===== config.mk =====
export PLATFORM = sky130hd
export DESIGN_NAME = bmm_front
export DESIGN_NICKNAME = d
export VERILOG_FILES = /design/src/rtl/core/bmm_pkg.sv /design/src/rtl/core/bmm_front.sv
export SDC_FILE = /design/constraint.sdc
export NUM_CORES = 1
export LEC_CHECK = 0
export BUFFER_PORTS_ARGS = -buffer_cell sky130_fd_sc_hd__buf_2
export CELL_PAD_IN_SITES_DETAIL_PLACEMENT = 0
export CELL_PAD_IN_SITES_GLOBAL_PLACEMENT = 1
export CORE_MARGIN = 2
export CORE_UTILIZATION = 24
export DETAILED_ROUTE_END_ITERATION = 6
export GPL_ROUTABILITY_DRIVEN = 0
export PLACE_DENSITY = 0.86
export SKIP_CTS_REPAIR_TIMING = 1
export SYNTH_ARGS = -nofsm -noshare
export SYNTH_HDL_FRONTEND = slang
export SYNTH_SLANG_ARGS = --single-unit

===== constraint.sdc =====
create_clock -name clk -period 3.8 [get_ports clk]
set_input_delay 0.38 -clock clk [delete_from_list [all_inputs] [get_ports clk]]
set_output_delay 0.38 -clock clk [all_outputs]
set_load 0.02 [all_outputs]

===== src/rtl/core/bmm_pkg.sv =====
// Shared types and constants of the batched matrix multiply block.
package bmm_pkg;

	localparam int MAX_DIM_DEF    = 8;
	localparam int MAX_BATCH_DEF  = 16;
	localparam int DATA_WIDTH_DEF = 32;

	// Fraction bits of the fixed point format.
	localparam int FRAC_BITS = 16;

	// Width used for range compares, enough for any index and any size limit.
	localparam int CMP_W = 9;

	// Depth of the command queue between front and back.
	localparam int QUEUE_DEPTH = 2;

	typedef enum logic [1:0] {
		CMD_WRITE_A,
		CMD_WRITE_B,
		CMD_READ,
		CMD_REJECT
	} cmd_kind_t;

	typedef struct packed {
		cmd_kind_t   kind;
		logic [2:0]  row_index;
		logic [2:0]  col_index;
		logic [3:0]  batch_index;
		logic [31:0] element_value;
	} cmd_t;

	typedef struct packed {
		logic [4:0] batch_count;
		logic [3:0] b_cols;
		logic [3:0] inner_size;
		logic [3:0] a_rows;
	} cfg_t;

	typedef enum logic [1:0] {
		ST_IDLE,
		ST_ISSUE,
		ST_DRAIN,
		ST_RESULT
	} back_state_t;

endpackage


===== src/rtl/core/bmm_front.sv =====
// Front end: configuration registers, item intake and range classification.
module bmm_front
	import bmm_pkg::*;
#(
	parameter int MAX_DIM   = MAX_DIM_DEF,
	parameter int MAX_BATCH = MAX_BATCH_DEF
) (
	input  logic        clk,
	input  logic        arst_n,
	input  logic        psel,
	input  logic        penable,
	input  logic        pwrite,
	input  logic [3:0]  paddr,
	input  logic [31:0] pwdata,
	output logic [31:0] prdata,
	output logic        pready,
	input  logic        s_tvalid,
	output logic        s_tready,
	input  logic [47:0] s_tdata,   // row_index, col_index, batch_index, element_value, zero pad
	input  logic [1:0]  s_tuser,   // action
	input  logic        q_full,
	output logic        q_push,
	output cmd_t        q_cmd,
	output cfg_t        cfg
);

	localparam logic [1:0] REG_A_ROWS      = 2'd0;
	localparam logic [1:0] REG_INNER_SIZE  = 2'd1;
	localparam logic [1:0] REG_B_COLS      = 2'd2;
	localparam logic [1:0] REG_BATCH_COUNT = 2'd3;

	localparam logic [1:0] ACT_WRITE_A = 2'd0;
	localparam logic [1:0] ACT_WRITE_B = 2'd1;
	localparam logic [1:0] ACT_READ    = 2'd2;

	cfg_t cfg_q;
	logic cfg_wr;

	logic [CMP_W-1:0] row_c, col_c, bat_c;
	logic [CMP_W-1:0] nr_c, nk_c, nc_c, nb_c;
	logic             bat_ok, a_ok, b_ok, rd_ok;

	assign pready = 1'b1;
	assign cfg_wr = psel & penable & pwrite;
	assign cfg    = cfg_q;

	always_ff @(posedge clk or negedge arst_n) begin
		if (!arst_n) begin
			cfg_q.a_rows      <= 4'd8;
			cfg_q.inner_size  <= 4'd8;
			cfg_q.b_cols      <= 4'd8;
			cfg_q.batch_count <= 5'd16;
		end else if (cfg_wr) begin
			case (paddr[3:2])
				REG_A_ROWS:      cfg_q.a_rows      <= pwdata[3:0];
				REG_INNER_SIZE:  cfg_q.inner_size  <= pwdata[3:0];
				REG_B_COLS:      cfg_q.b_cols      <= pwdata[3:0];
				REG_BATCH_COUNT: cfg_q.batch_count <= pwdata[4:0];
				default: ;
			endcase
		end
	end

	always_comb begin
		case (paddr[3:2])
			REG_A_ROWS:      prdata = 32'(cfg_q.a_rows);
			REG_INNER_SIZE:  prdata = 32'(cfg_q.inner_size);
			REG_B_COLS:      prdata = 32'(cfg_q.b_cols);
			REG_BATCH_COUNT: prdata = 32'(cfg_q.batch_count);
			default:         prdata = '0;
		endcase
	end

	// Sizes above the storage limits behave as the limits themselves.
	always_comb begin
		row_c  = CMP_W'(s_tdata[2:0]);
		col_c  = CMP_W'(s_tdata[5:3]);
		bat_c  = CMP_W'(s_tdata[9:6]);
		nr_c   = (CMP_W'(cfg_q.a_rows) > CMP_W'(MAX_DIM)) ? CMP_W'(MAX_DIM)
			: CMP_W'(cfg_q.a_rows);
		nk_c   = (CMP_W'(cfg_q.inner_size) > CMP_W'(MAX_DIM)) ? CMP_W'(MAX_DIM)
			: CMP_W'(cfg_q.inner_size);
		nc_c   = (CMP_W'(cfg_q.b_cols) > CMP_W'(MAX_DIM)) ? CMP_W'(MAX_DIM)
			: CMP_W'(cfg_q.b_cols);
		nb_c   = (CMP_W'(cfg_q.batch_count) > CMP_W'(MAX_BATCH)) ? CMP_W'(MAX_BATCH)
			: CMP_W'(cfg_q.batch_count);
		bat_ok = bat_c < nb_c;
		a_ok   = bat_ok && (row_c < nr_c) && (col_c < nk_c);
		b_ok   = bat_ok && (row_c < nk_c) && (col_c < nc_c);
		rd_ok  = bat_ok && (row_c < nr_c) && (col_c < nc_c);
	end

	always_comb begin
		q_cmd.row_index     = s_tdata[2:0];
		q_cmd.col_index     = s_tdata[5:3];
		q_cmd.batch_index   = s_tdata[9:6];
		q_cmd.element_value = s_tdata[41:10];
		case (s_tuser)
			ACT_WRITE_A: q_cmd.kind = a_ok  ? CMD_WRITE_A : CMD_REJECT;
			ACT_WRITE_B: q_cmd.kind = b_ok  ? CMD_WRITE_B : CMD_REJECT;
			ACT_READ:    q_cmd.kind = rd_ok ? CMD_READ    : CMD_REJECT;
			default:     q_cmd.kind = CMD_REJECT;
		endcase
	end

	assign s_tready = !q_full;
	assign q_push   = s_tvalid & !q_full;

endmodule


==> impl_metrics.py <==
metrics = {
    "clocking": {
        "cts_buffers": 3,
        "clock-sinks": 17,
        "cts-htree-levels": 1,
        "clk_pin_slew_ns": 0.06,
        "cts_tree": "yes",
        "root_buffer": "clkbuf_8",
        "clock_latency_ns": 0.24,
        "clockBufferDepth": 2,
    },
    "synthesis": {
        "yosys.cell_types.count": 31,
        "yosysTopAreaCell": "buf_4",
        "synth_top_family_by_area": "buffers and inverters",
        "synth_top_area_share_pct": 30.6,
        "synth_mux_area_share_pct": 16.4,
        "synth_area_per_cell_um2": 9.98,
        "synth_edf_count": 0,
        "synth-adder-area-share_pct": 8.02,
        "yosysWarnings": 0,
        "synth.area.top_cells": "buf_4 31%, dfrtp_1 19%, mux2_1 8.5%, ha_1 8.0%, dfstp_2 6.1%",
        "synth_xor_xnor_area_share_pct": 0,
        "synthArstFlopShare_pct": 100,
        "synth_seq_cells": 17,
        "synth_area_mm2": 0.00172,
        "synthFlopType": "dfrtp_1",
        "ys_seq_area_share_pct": 25.1,
        "synth_compound_area_share_pct": 7.58,
        "synthSimpleGateAreaFrac_pct": 10.6,
        "netlist_instances": 172,
    },
    "worst_setup_path": {
        "path_cells": "nand2b_1 -> ha_1 -> a2111oi_4 -> nor3_1 -> o32a_1 -> buf_2",
        "slowest_delay_ns": 0.61,
        "critPathCaptureType": "output pin",
        "rr_worst_depth": 1,
        "crit_path_start_kind": "flop",
        "worstSetupPathDepth": 6,
        "reg2reg_slack_ns": 2.92,
        "required_ns": 3.42,
        "critPathBufInv": 1,
        "worst_path_max_delay_cell": "dfstp_2",
        "critical_path.top_delay_family": "compound AO/OA/AOI/OAI gates",
        "cp.arrival_ns": 2.14,
        "cp_max_fo": 8,
        "worstSetupPathType": "reg -> out",
    },
    "run": {
        "maxCapViolCount": 0,
    },
    "global_route": {
        "grt_max_degree": 18,
        "grt_pass1_wl_um": 5890,
        "track_usage_pct": 9.84,
        "grt_overflow": 0,
        "grt_pass1_vias": 1141,
        "antenna_found_initial": 0,
    },
    "final_layout": {
        "final_nets": 296,
        "diodes": 0,
        "largest_register_ffs": 17,
        "drive_gt1_share_pct": 42.4,
        "final_common_cell": "buf_2",
        "syn_to_final_growth_pct": 1.90,
        "layout_common_cells": "61 x buf_2, 28 x conb_1, 13 x mux2_1, 13 x dfrtp_1",
        "final_core_util_pct": 25.5,
    },
    "floorplanning": {
        "rows": 30,
        "fp.dieW_um": 88.6,
        "dieArea_mm2": 0.00785,
        "io_pins": 189,
        "coreArea_mm2": 0.00687,
        "start_util_pct": 25.0,
        "die-height_um": 88.6,
    },
    "timing": {
        "max_freq_mhz": 396,
        "grt_setup_unrepaired": "no",
        "final_hold_viol_count": 0,
        "worst_clock_skew_ns": 0,
        "finalCritPeriodShare_pct": 66.4,
        "timing.final.ws_setup_ns": 1.28,
        "slew_viol_final": 0,
        "fin_crit_ns": 2.52,
        "finalSetupViolCount": 0,
        "finalSetupTns_ns": 0,
    },
    "worst_hold_path": {
        "hold_path.class": "in -> async",
    },
    "status": {
        "status": "complete, no violations",
    },
    "route": {
        "ant_nets": 0,
        "drc": 0,
        "drt_iter0_markers": 38,
        "vias_per_cell": 3.92,
        "dr_total_vias": 1126,
        "totalWireLength_um": 3850,
        "wl_per_cell_um": 13.4,
        "drt_pass1_iterations": 4,
    },
    "power_and_ir_drop": {
        "p_leak_uw": 0.000851,
        "worst_ir_drop_vdd_mv": 0.262,
        "power_density_mw_per_mm2": 456,
    },
    "placed_design": {
        "place_hpwl_um": 3320,
        "place_ws_ns": 1.54,
        "port_buffers": 61,
    },
}
==> cell families (layout without fill, tap and decap cells) <==
logic type               after synthesis  after routing
AO/OA/AOI/OAI                         15             15
flip-flops                            17             17
adder cells (fa/ha/maj)               11             11
AND/OR/NAND/NOR                       31             31
buffers and inverters                 75             68
other                                  2             28
multiplexers                          21             21
==> final timing paths <==
path / endpoint / start
max reg2reg: cfg[12] / cfg[12]
min: cfg[13] / arst_n
max in group asynchronous: cfg[3] / arst_n
min reg2reg: cfg[0] / cfg[0]
min in group clk: cfg[16] / pwdata[4]
max: q_cmd[43] / cfg[16]
==> metrics by stage <==
| step | cells | total power, µW | hold WS [ns] | cell area, µm² |
|---|---|---|---|---|
| final | 287 | 797 | 0.0444 | 1750 |
| after global routing | 287 | 861 | 0.0622 | 1750 |
| after CTS | 287 | 809 | 0.0545 | 1750 |
| after detailed placement | 283 | 676 | 0.319 | 1700 |
| after global placement | 283 | 662 | 0.307 | 1700 |
| after floorplan | 198 | 612 | 0.0844 | 1810 |
==> cells in the mapped netlist, types with 2 or more instances <==
cell type / number
buf_4: 70
dfrtp_1: 13
mux2_1: 13
ha_1: 11
nand2b_1: 11
nor2_1: 8
dfstp_2: 4
mux2_2: 4
mux4_2: 4
inv_1: 3
o21a_1: 3
a211oi_1: 2
a31oi_1: 2
buf_2: 2
conb_1: 2
nand2_1: 2
nor2b_1: 2
nor3_1: 2
o21ai_0: 2
==> layer usage <==
layer	GRT usage [%]	share of wire (%)
met4	4.27	2.0
met1	12.9	42
met5	0	0
met2	16.1	48
met3	1.49	7.8
==> layout make-up <==
type / count / area (µm²)
fill: 759 / 5120
multi-input combinational: 106 / 837
sequential: 17 / 430
timing repair buffer: 61 / 305
tap: 96 / 120
clock buffer: 4 / 45.0
inverter: 3 / 11.3
==> where the power goes <==
part	switching (µW)	total [µW]	internal, µW
combinational	223	375	152
sequential	60.5	292	231
clock	56.0	130	74.2
total	339	797	457
(Power assumes the default switching activity.)
