**src/rtl/core/bmm_pkg.sv**
```systemverilog
// Shared types and constants of the batched matrix multiply block.
package bmm_pkg;

	localparam int MAX_DIM_DEF    = 8;
	localparam int MAX_BATCH_DEF  = 16;
	localparam int DATA_WIDTH_DEF = 32;

	// Fraction bits of the fixed point format.
	localparam int FRAC_BITS = 16;

	// Width used for range compares, enough for any index and any size limit.
	localparam int CMP_W = 9;

	// Depth of the command queue between front and back.
	localparam int QUEUE_DEPTH = 2;

	typedef enum logic [1:0] {
		CMD_WRITE_A,
		CMD_WRITE_B,
		CMD_READ,
		CMD_REJECT
	} cmd_kind_t;

	typedef struct packed {
		cmd_kind_t   kind;
		logic [2:0]  row_index;
		logic [2:0]  col_index;
		logic [3:0]  batch_index;
		logic [31:0] element_value;
	} cmd_t;

	typedef struct packed {
		logic [4:0] batch_count;
		logic [3:0] b_cols;
		logic [3:0] inner_size;
		logic [3:0] a_rows;
	} cfg_t;

	typedef enum logic [1:0] {
		ST_IDLE,
		ST_ISSUE,
		ST_DRAIN,
		ST_RESULT
	} back_state_t;

endpackage

```
**src/rtl/core/bmm_queue.sv**
```systemverilog
// Short command queue that decouples the front end from the execution back end.
module bmm_queue
	import bmm_pkg::*;
(
	input  logic clk,
	input  logic arst_n,
	input  logic push,
	input  cmd_t push_cmd,
	output logic full,
	input  logic pop,
	output logic head_valid,
	output cmd_t head_cmd
);

	localparam int PTR_W = (QUEUE_DEPTH > 1) ? $clog2(QUEUE_DEPTH) : 1;
	localparam int CNT_W = $clog2(QUEUE_DEPTH + 1);

	cmd_t             entries_q [QUEUE_DEPTH];
	logic [PTR_W-1:0] wr_ptr_q, rd_ptr_q;
	logic [CNT_W-1:0] count_q;

	assign full       = count_q == CNT_W'(QUEUE_DEPTH);
	assign head_valid = count_q != '0;
	assign head_cmd   = entries_q[rd_ptr_q];

	always_ff @(posedge clk) begin
		if (push) begin
			entries_q[wr_ptr_q] <= push_cmd;
		end
	end

	always_ff @(posedge clk or negedge arst_n) begin
		if (!arst_n) begin
			wr_ptr_q <= '0;
			rd_ptr_q <= '0;
			count_q  <= '0;
		end else begin
			if (push) begin
				wr_ptr_q <= (wr_ptr_q == PTR_W'(QUEUE_DEPTH - 1)) ? '0 : wr_ptr_q + PTR_W'(1);
			end
			if (pop) begin
				rd_ptr_q <= (rd_ptr_q == PTR_W'(QUEUE_DEPTH - 1)) ? '0 : rd_ptr_q + PTR_W'(1);
			end
			if (push && !pop) begin
				count_q <= count_q + CNT_W'(1);
			end else if (pop && !push) begin
				count_q <= count_q - CNT_W'(1);
			end
		end
	end

endmodule

```
**config.mk**
```make
export PLATFORM = sky130hd
export DESIGN_NAME = bmm_queue
export DESIGN_NICKNAME = d
export VERILOG_FILES = /design/src/rtl/core/bmm_pkg.sv /design/src/rtl/core/bmm_queue.sv
export SDC_FILE = /design/constraint.sdc
export NUM_CORES = 1
export LEC_CHECK = 0
export CAP_MARGIN = 20
export CORE_ASPECT_RATIO = 0.9
export CORE_MARGIN = 2
export CORE_UTILIZATION = 51
export DETAILED_ROUTE_END_ITERATION = 10
export DONT_BUFFER_PORTS = 1
export PLACE_DENSITY = 0.66
export SYNTH_ARGS = -nofsm -noshare
export SYNTH_HDL_FRONTEND = slang
export SYNTH_SLANG_ARGS = --single-unit
```
**constraint.sdc**
```tcl
create_clock -name clk -period 3.2 [get_ports clk]
set_input_delay 0.64 -clock clk [delete_from_list [all_inputs] [get_ports clk]]
set_output_delay 0.64 -clock clk [all_outputs]
set_load 0.02 [all_outputs]
```
==> impl_metrics.ini, run 1 <==
[status]
outcome = completed

[die]
initial_core_util_pct = 53.6
dieWidth_um = 92.1
core-area_sq_um = 6660
die_h_um = 83.3
fp-row-count = 28
dieArea_sq_um = 7680
io_pins = 94

[worst_setup_path]
path_cells = buf_4 -> mux2_2
cp_max_fo = 15
crit_slowest_cell = dfrtp_2
end_kind = primary output
crit_family = flip-flops
critPathRequiredTime_ps = 2560
critPathKind = register to primary output
critPathLaunchType = register
crit_buf_inv = 1
arrival_ps = 1610
max_stage_delay_ps = 510

[layout]
final_cell_mix = 88 x edfxtp_1, 39 x mux2_4, 9 x clkbuf_8, 5 x mux2_2, 4 x xor2_1
nFillCells = 513
areaGrowthSynthToFinish_pct = 8.11
diodes = 0
seq_area_sq_um = 2740
final_common_cell = edfxtp_1
final_layout_size_suffix_gt1_share_pct = 39.3
multi_input_area_sq_um = 736
finalNetCount = 213

[yosys]
yosys.area_share.adder_pct = 0.351
synth_xor_area_share_pct = 1.23
synth-compound-area-share_pct = 0
synth_top_family_by_area = multiplexers
synth_area_per_cell_sq_um = 23.3
yosys_warnings = 0
syn_area_sq_um = 3560
ys_seq_elements = 92
seq_area_frac_synth_pct = 76.9
synth-simple-area-share_pct = 0.807
synth_cells = 153
synth_nets = 202
synth_mux_area_share_pct = 18.0
synthDistinctLibCells = 14

[hold_path]
hp-class = input port to register

[global_route]
grt_max_degree = 26
grt_pass1_vias = 1488
grt_pass1_wl_um = 7930
grt-ovfl-total = 0
grtUsageTotal_pct = 13.9
antenna_found_initial = 0

[power_and_ir_drop]
power_uw = 3640
leakage_uw = 0.00139
p_per_area_nw_per_um2 = 944
ir_worst_vdd_mv = 0.542

[timing]
drv_slew = 0
max_slew_margin_pct = 60.9
finalHoldViolCount = 0
fmax_mhz = 444
worstMarginPinSlew_ps = 585
whs_ps = 384
post-route-period-util_pct = 70.4
setup_tns_ps = 0
fin_crit_ps = 2250
finClkSkew_ps = 8.87
grt_setup_unrepaired = false
setup_violations = 0

[detailed_routing]
dr.pass1.iters = 4
routed_wl_um = 5050
antenna_left = 0
via_per_inst = 5.12
drt_iter0_markers = 111
wl_per_cell_um = 19.6
drc = 0
num_vias = 1322

[clock_tree]
cts_root_buf = clkbuf_8
insertion_delay_ps = 340
ctsResizeCount = 0
cts.sinks = 92
clockBufferDepth = 2
post_cts_buffers = 0
cts_tree = yes
ctsHtreeMaxLevel = 3
clk_pin_slew_worst_paths_ps = 70
cts_buffers = 9

[place]
dp_hpwl_um = 3530
gp_congestion = 0.693
io_buffers = 0

[flow_run]
cap_violations = 0
state kept, by name, indices dropped and copies added (netlist names):
register and flops:
entries_q 88, count_q 2, rd_ptr_q 1, wr_ptr_q 1
path summary, 6_finish.rpt:
| kind | start | endpoint | slack, ps | cells past startpoint |
|---|---|---|---|---|
| worst min register to register | count_q[1] | count_q[1] | 510 | 1 |
| worst min-delay path | pop | rd_ptr_q | 380 | 1 |
| worst max-delay path | rd_ptr_q | head_cmd[30] | 950 | 2 |
| max in group asynchronous | arst_n | rd_ptr_q | 2440 | 1 |
| worst max register to register | wr_ptr_q | entries_q[0][35] | 1490 | 2 |
| min in group asynchronous | arst_n | wr_ptr_q | 570 | 1 |
cells by family after synthesis:
group                    count (synthesis)
buffers and inverters                    6
XOR/XNOR                                 5
flip-flops                              92
adder cells (fa/ha/maj)                  1
AND/OR/NAND/NOR                          5
multiplexers                            44
cell usage after synthesis:
| cell | number | area (sq um) |
|---|---|---|
| dfrtp_1 | 4 | 100 |
| ha_1 | 1 | 12.5 |
| xnor2_1 | 1 | 8.76 |
| or2_2 | 1 | 6.26 |
| inv_1 | 1 | 3.75 |
| edfxtp_1 | 88 | 2640 |
| buf_6 | 1 | 11.3 |
| nor2_1 | 1 | 3.75 |
| xor2_1 | 4 | 35.0 |
| nor2b_1 | 2 | 12.5 |
| buf_12 | 4 | 80.1 |
| mux2_2 | 5 | 56.3 |
| mux2_4 | 39 | 586 |
| and2_1 | 1 | 6.26 |
routing by layer:
layer	GRT usage, %	wire length [um]	part of all wire (%)
met1	13.9	1800	36
met2	24.1	2720	54
met3	7.26	492	9.7
met4	6.11	39	0.77
met5	0	0	0
what timing repair did:
| item | 4_1_cts | 5_1_grt |
|---|---|---|
| setup endpoints to repair | 0 | 0 |
| hold endpoints to repair | 4 | 0 |
| hold buffers | 1 | 0 |
metrics by stage:
step | cells | utilization [%] | cell area [sq um] | setup slack (ps)
global route | 258 | 57.9 | 3850 | 848
global placement | 242 | 54.7 | 3640 | 1300
CTS | 258 | 57.9 | 3850 | 893
detailed placement | 242 | 54.7 | 3640 | 1230
finish | 258 | 57.9 | 3850 | 946
floorplan | 153 | - | 3560 | 149
area by class of cell:
type,count,share of cell area [%]
flip-flops and latches,92,71.2
multi-input cells,55,19.1
clock buffers,10,3.31
well taps,90,2.92
clock inverters,5,2.01
repair buffers,5,1.36
inverters,1,0.0974
power by group:
part           internal [uW]  switching (uW)  leakage [uW]
Sequential              1600            96.7      0.000872
Combinational            472             682      0.000419
Clock                    433             354      0.000102
Power figures use the tool's default switching activity.
==> inputs of run 2 (changes only) <==
- ABC_AREA: default -> 1
- PLACE_DENSITY: 0.66 -> 0.69
- clock period: 3.2 -> 1.87 ns (I/O delays scaled with it)
==> run 2 against run 1 <==
Effect of this change: via count rose by 8.0%; first-iteration DRC count fell by 46%; setup slack worse by 840 ps; flip-flop and latch count did not move; clock power up 73%; global-route usage rose by 0.64 points; highest routed layer unchanged; synthesized cell count rose by 5.9%; critical path depth stayed put; register-to-register slack got worse by 970 ps.
==> impl_metrics.ini, run 2 <==
[worst_setup_path]
critPathLaunchType = register
r2r-start = wr_ptr_q
critPathRequiredTime_ps = 1500
rrSetupSlack_ps = 520
max_stage_delay_ps = 430
arrival_ps = 1390
crit_slowest_cell = dfrtp_2
reg2reg_to = entries_q[0][42]
cp_max_fo = 10
critPathKind = register to primary output
path_cells = buf_4 -> mux2_4
end_kind = primary output
r2r_cells = 2

[place]
dp_hpwl_um = 3690
io_buffers = 0
post_dp_cell_area_sq_um = 3690
gp_congestion = 0.678

[clock_tree]
insertion_delay_ps = 330
ctsHtreeMaxLevel = 3
cts_buffers = 9
cts_tree = yes
post_cts_buffers = 0
clk_pin_slew_worst_paths_ps = 80
cts.sinks = 92
clockBufferDepth = 2
cts_root_buf = clkbuf_8
ctsResizeCount = 0

[yosys]
async_flop_share_pct = 4.35
synth_top_area_share_pct = 73.8
synth_cells = 162
yosys_warnings = 0
synth.largest_area_cell = edfxtp_1
yosysMostFrequentCell = edfxtp_1
synth_area_per_cell_sq_um = 22.1
synth_nets = 211
ys_seq_elements = 92
ys.flop_type = edfxtp_1
synth_edf_count = 88
syn_area_sq_um = 3580
seq_area_frac_synth_pct = 76.6
synthDistinctLibCells = 14
synth_area_leaders = edfxtp_1 74%, mux2_4 16%, dfrtp_1 2.8%, buf_12 2.2%, mux2_2 1.6%
ys_top_cells_by_count = 88 x edfxtp_1, 39 x mux2_4, 7 x inv_1, 6 x nand2_1, 5 x mux2_2

[timing]
finalHoldViolCount = 0
finClkSkew_ps = 9.79
setup_tns_ps = 0
post-route-period-util_pct = 94.2
grt_setup_unrepaired = false
drv_slew = 0
worstMarginPinSlew_ps = 371
fmax_mhz = 567
fin_crit_ps = 1760
max_slew_margin_pct = 75.2
setup_violations = 0

[detailed_routing]
routed_wl_um = 5560
num_vias = 1428
drt_iter0_markers = 60
drc = 0
wl_per_cell_um = 20.6
dr.pass1.iters = 4
via_per_inst = 5.29
antenna_left = 0

[hold_path]
whs_path_depth = 1
hp-class = input port to register
hold_start = push
min_to = wr_ptr_q

[global_route]
grt_max_degree = 36
antenna_found_initial = 0
grtUsageTotal_pct = 14.6
grt_pass1_vias = 1604
grt_pass1_wl_um = 8270
grt-ovfl-total = 0

[power_and_ir_drop]
ir_worst_vdd_mv = 0.758
p_per_area_nw_per_um2 = 1630
leakage_uw = 0.00144

[layout]
final_area_sq_um = 3930
largest_register_ffs = 88
regMostFlops = entries_q
final_layout_size_suffix_gt1_share_pct = 36.1
final_cell_mix = 88 x edfxtp_1, 39 x mux2_4, 9 x clkbuf_8, 6 x inv_1, 6 x nand2_1
biggestRegsByFlops = entries_q x88, count_q x2
final_util_pct = 58.7
finalNetCount = 224
nFillCells = 497
areaGrowthSynthToFinish_pct = 9.71
final_common_cell = edfxtp_1
diodes = 0

[die]
dieWidth_um = 92.3
core-area_sq_um = 6690
dieArea_sq_um = 7710
die_h_um = 83.5
fp-row-count = 28
initial_core_util_pct = 53.5
io_pins = 94

[flow_run]
cap_violations = 0

[status]
outcome = completed
==> run 2: cell types whose count changed after synthesis, sizes merged <==
| cell | before | now |
|---|---|---|
| xor2 | 4 | 2 |
| inv | 1 | 7 |
| or2 | 1 | 0 |
| and2 | 1 | 0 |
| nand2 | 0 | 6 |
| nor2b | 2 | 0 |
| nor2 | 1 | 2 |
| nand3 | 0 | 1 |
| nand4 | 0 | 1 |
==> run 2: how the worst max path moves through the flow <==
stage / start / end
6_report: rd_ptr_q / head_cmd[19]
5_1_grt: rd_ptr_q / head_cmd[19]
4_1_cts: rd_ptr_q / head_cmd[23]
3_5_place_dp: rd_ptr_q / head_cmd[23]
3_3_place_gp: rd_ptr_q / head_cmd[23]
2_1_floorplan: wr_ptr_q / entries_q[1][0]
==> run 2: worst max-delay path: cells and delay by family, from the launching register on <==
kind,cells,cell delay [ps]
flip-flops,1,430
multiplexers,1,370
buffers and inverters,1,250
==> run 2: final cells by class <==
cell class / count / area, sq um / area share (%)
clock inverter: 5 / 76.3 / 1.94
tap: 90 / 113 / 2.87
clock buffer: 11 / 131 / 3.34
sequential: 92 / 2740 / 69.8
multi-input combinational: 58 / 729 / 18.6
inverter: 7 / 26.3 / 0.669
timing repair buffer: 7 / 110 / 2.80
==> run 2: what timing repair did <==
item                                   4_1_cts  5_1_grt
endpoints found under the hold margin        4        0
hold buffers                                 1        0
setup endpoints to repair                    0        3
==> run 2: per-stage QoR <==
stage	worst slack, ps	hold slack, ps	std cells	total power [uW]
after floorplan	144	78.4	162	4840
after global placement	434	78.5	252	4950
after detailed placement	416	78.6	252	5030
after CTS	34.1	102	269	6390
after global routing	44.2	90.9	270	6660
final	108	118	270	6390
==> run 2: cell families after synthesis <==
family / Yosys count / synth area share (%)
mux: 44 / 17.9
fa+ha+maj: 1 / 0.349
buf+inv: 12 / 3.28
simple gates: 10 / 1.15
flops: 92 / 76.6
xor+xnor: 3 / 0.734
==> run 2: routing by layer <==
| layer | vias to the layer above | share of wire, % | GRT usage [%] |
|---|---|---|---|
| li1 | 641 | - | - |
| met1 | 713 | 36 | 15.1 |
| met2 | 61 | 52 | 24.8 |
| met3 | 13 | 9.3 | 7.05 |
| met4 | 0 | 2.4 | 6.92 |
| met5 | - | 0 | 0 |
==> run 2: where the power goes <==
| part | internal, uW | switching, uW | leakage (uW) | total [uW] |
|---|---|---|---|---|
| clock | 748 | 615 | 0.000103 | 1360 |
| combinational | 885 | 1260 | 0.000470 | 2140 |
| sequential | 2740 | 143 | 0.000872 | 2880 |
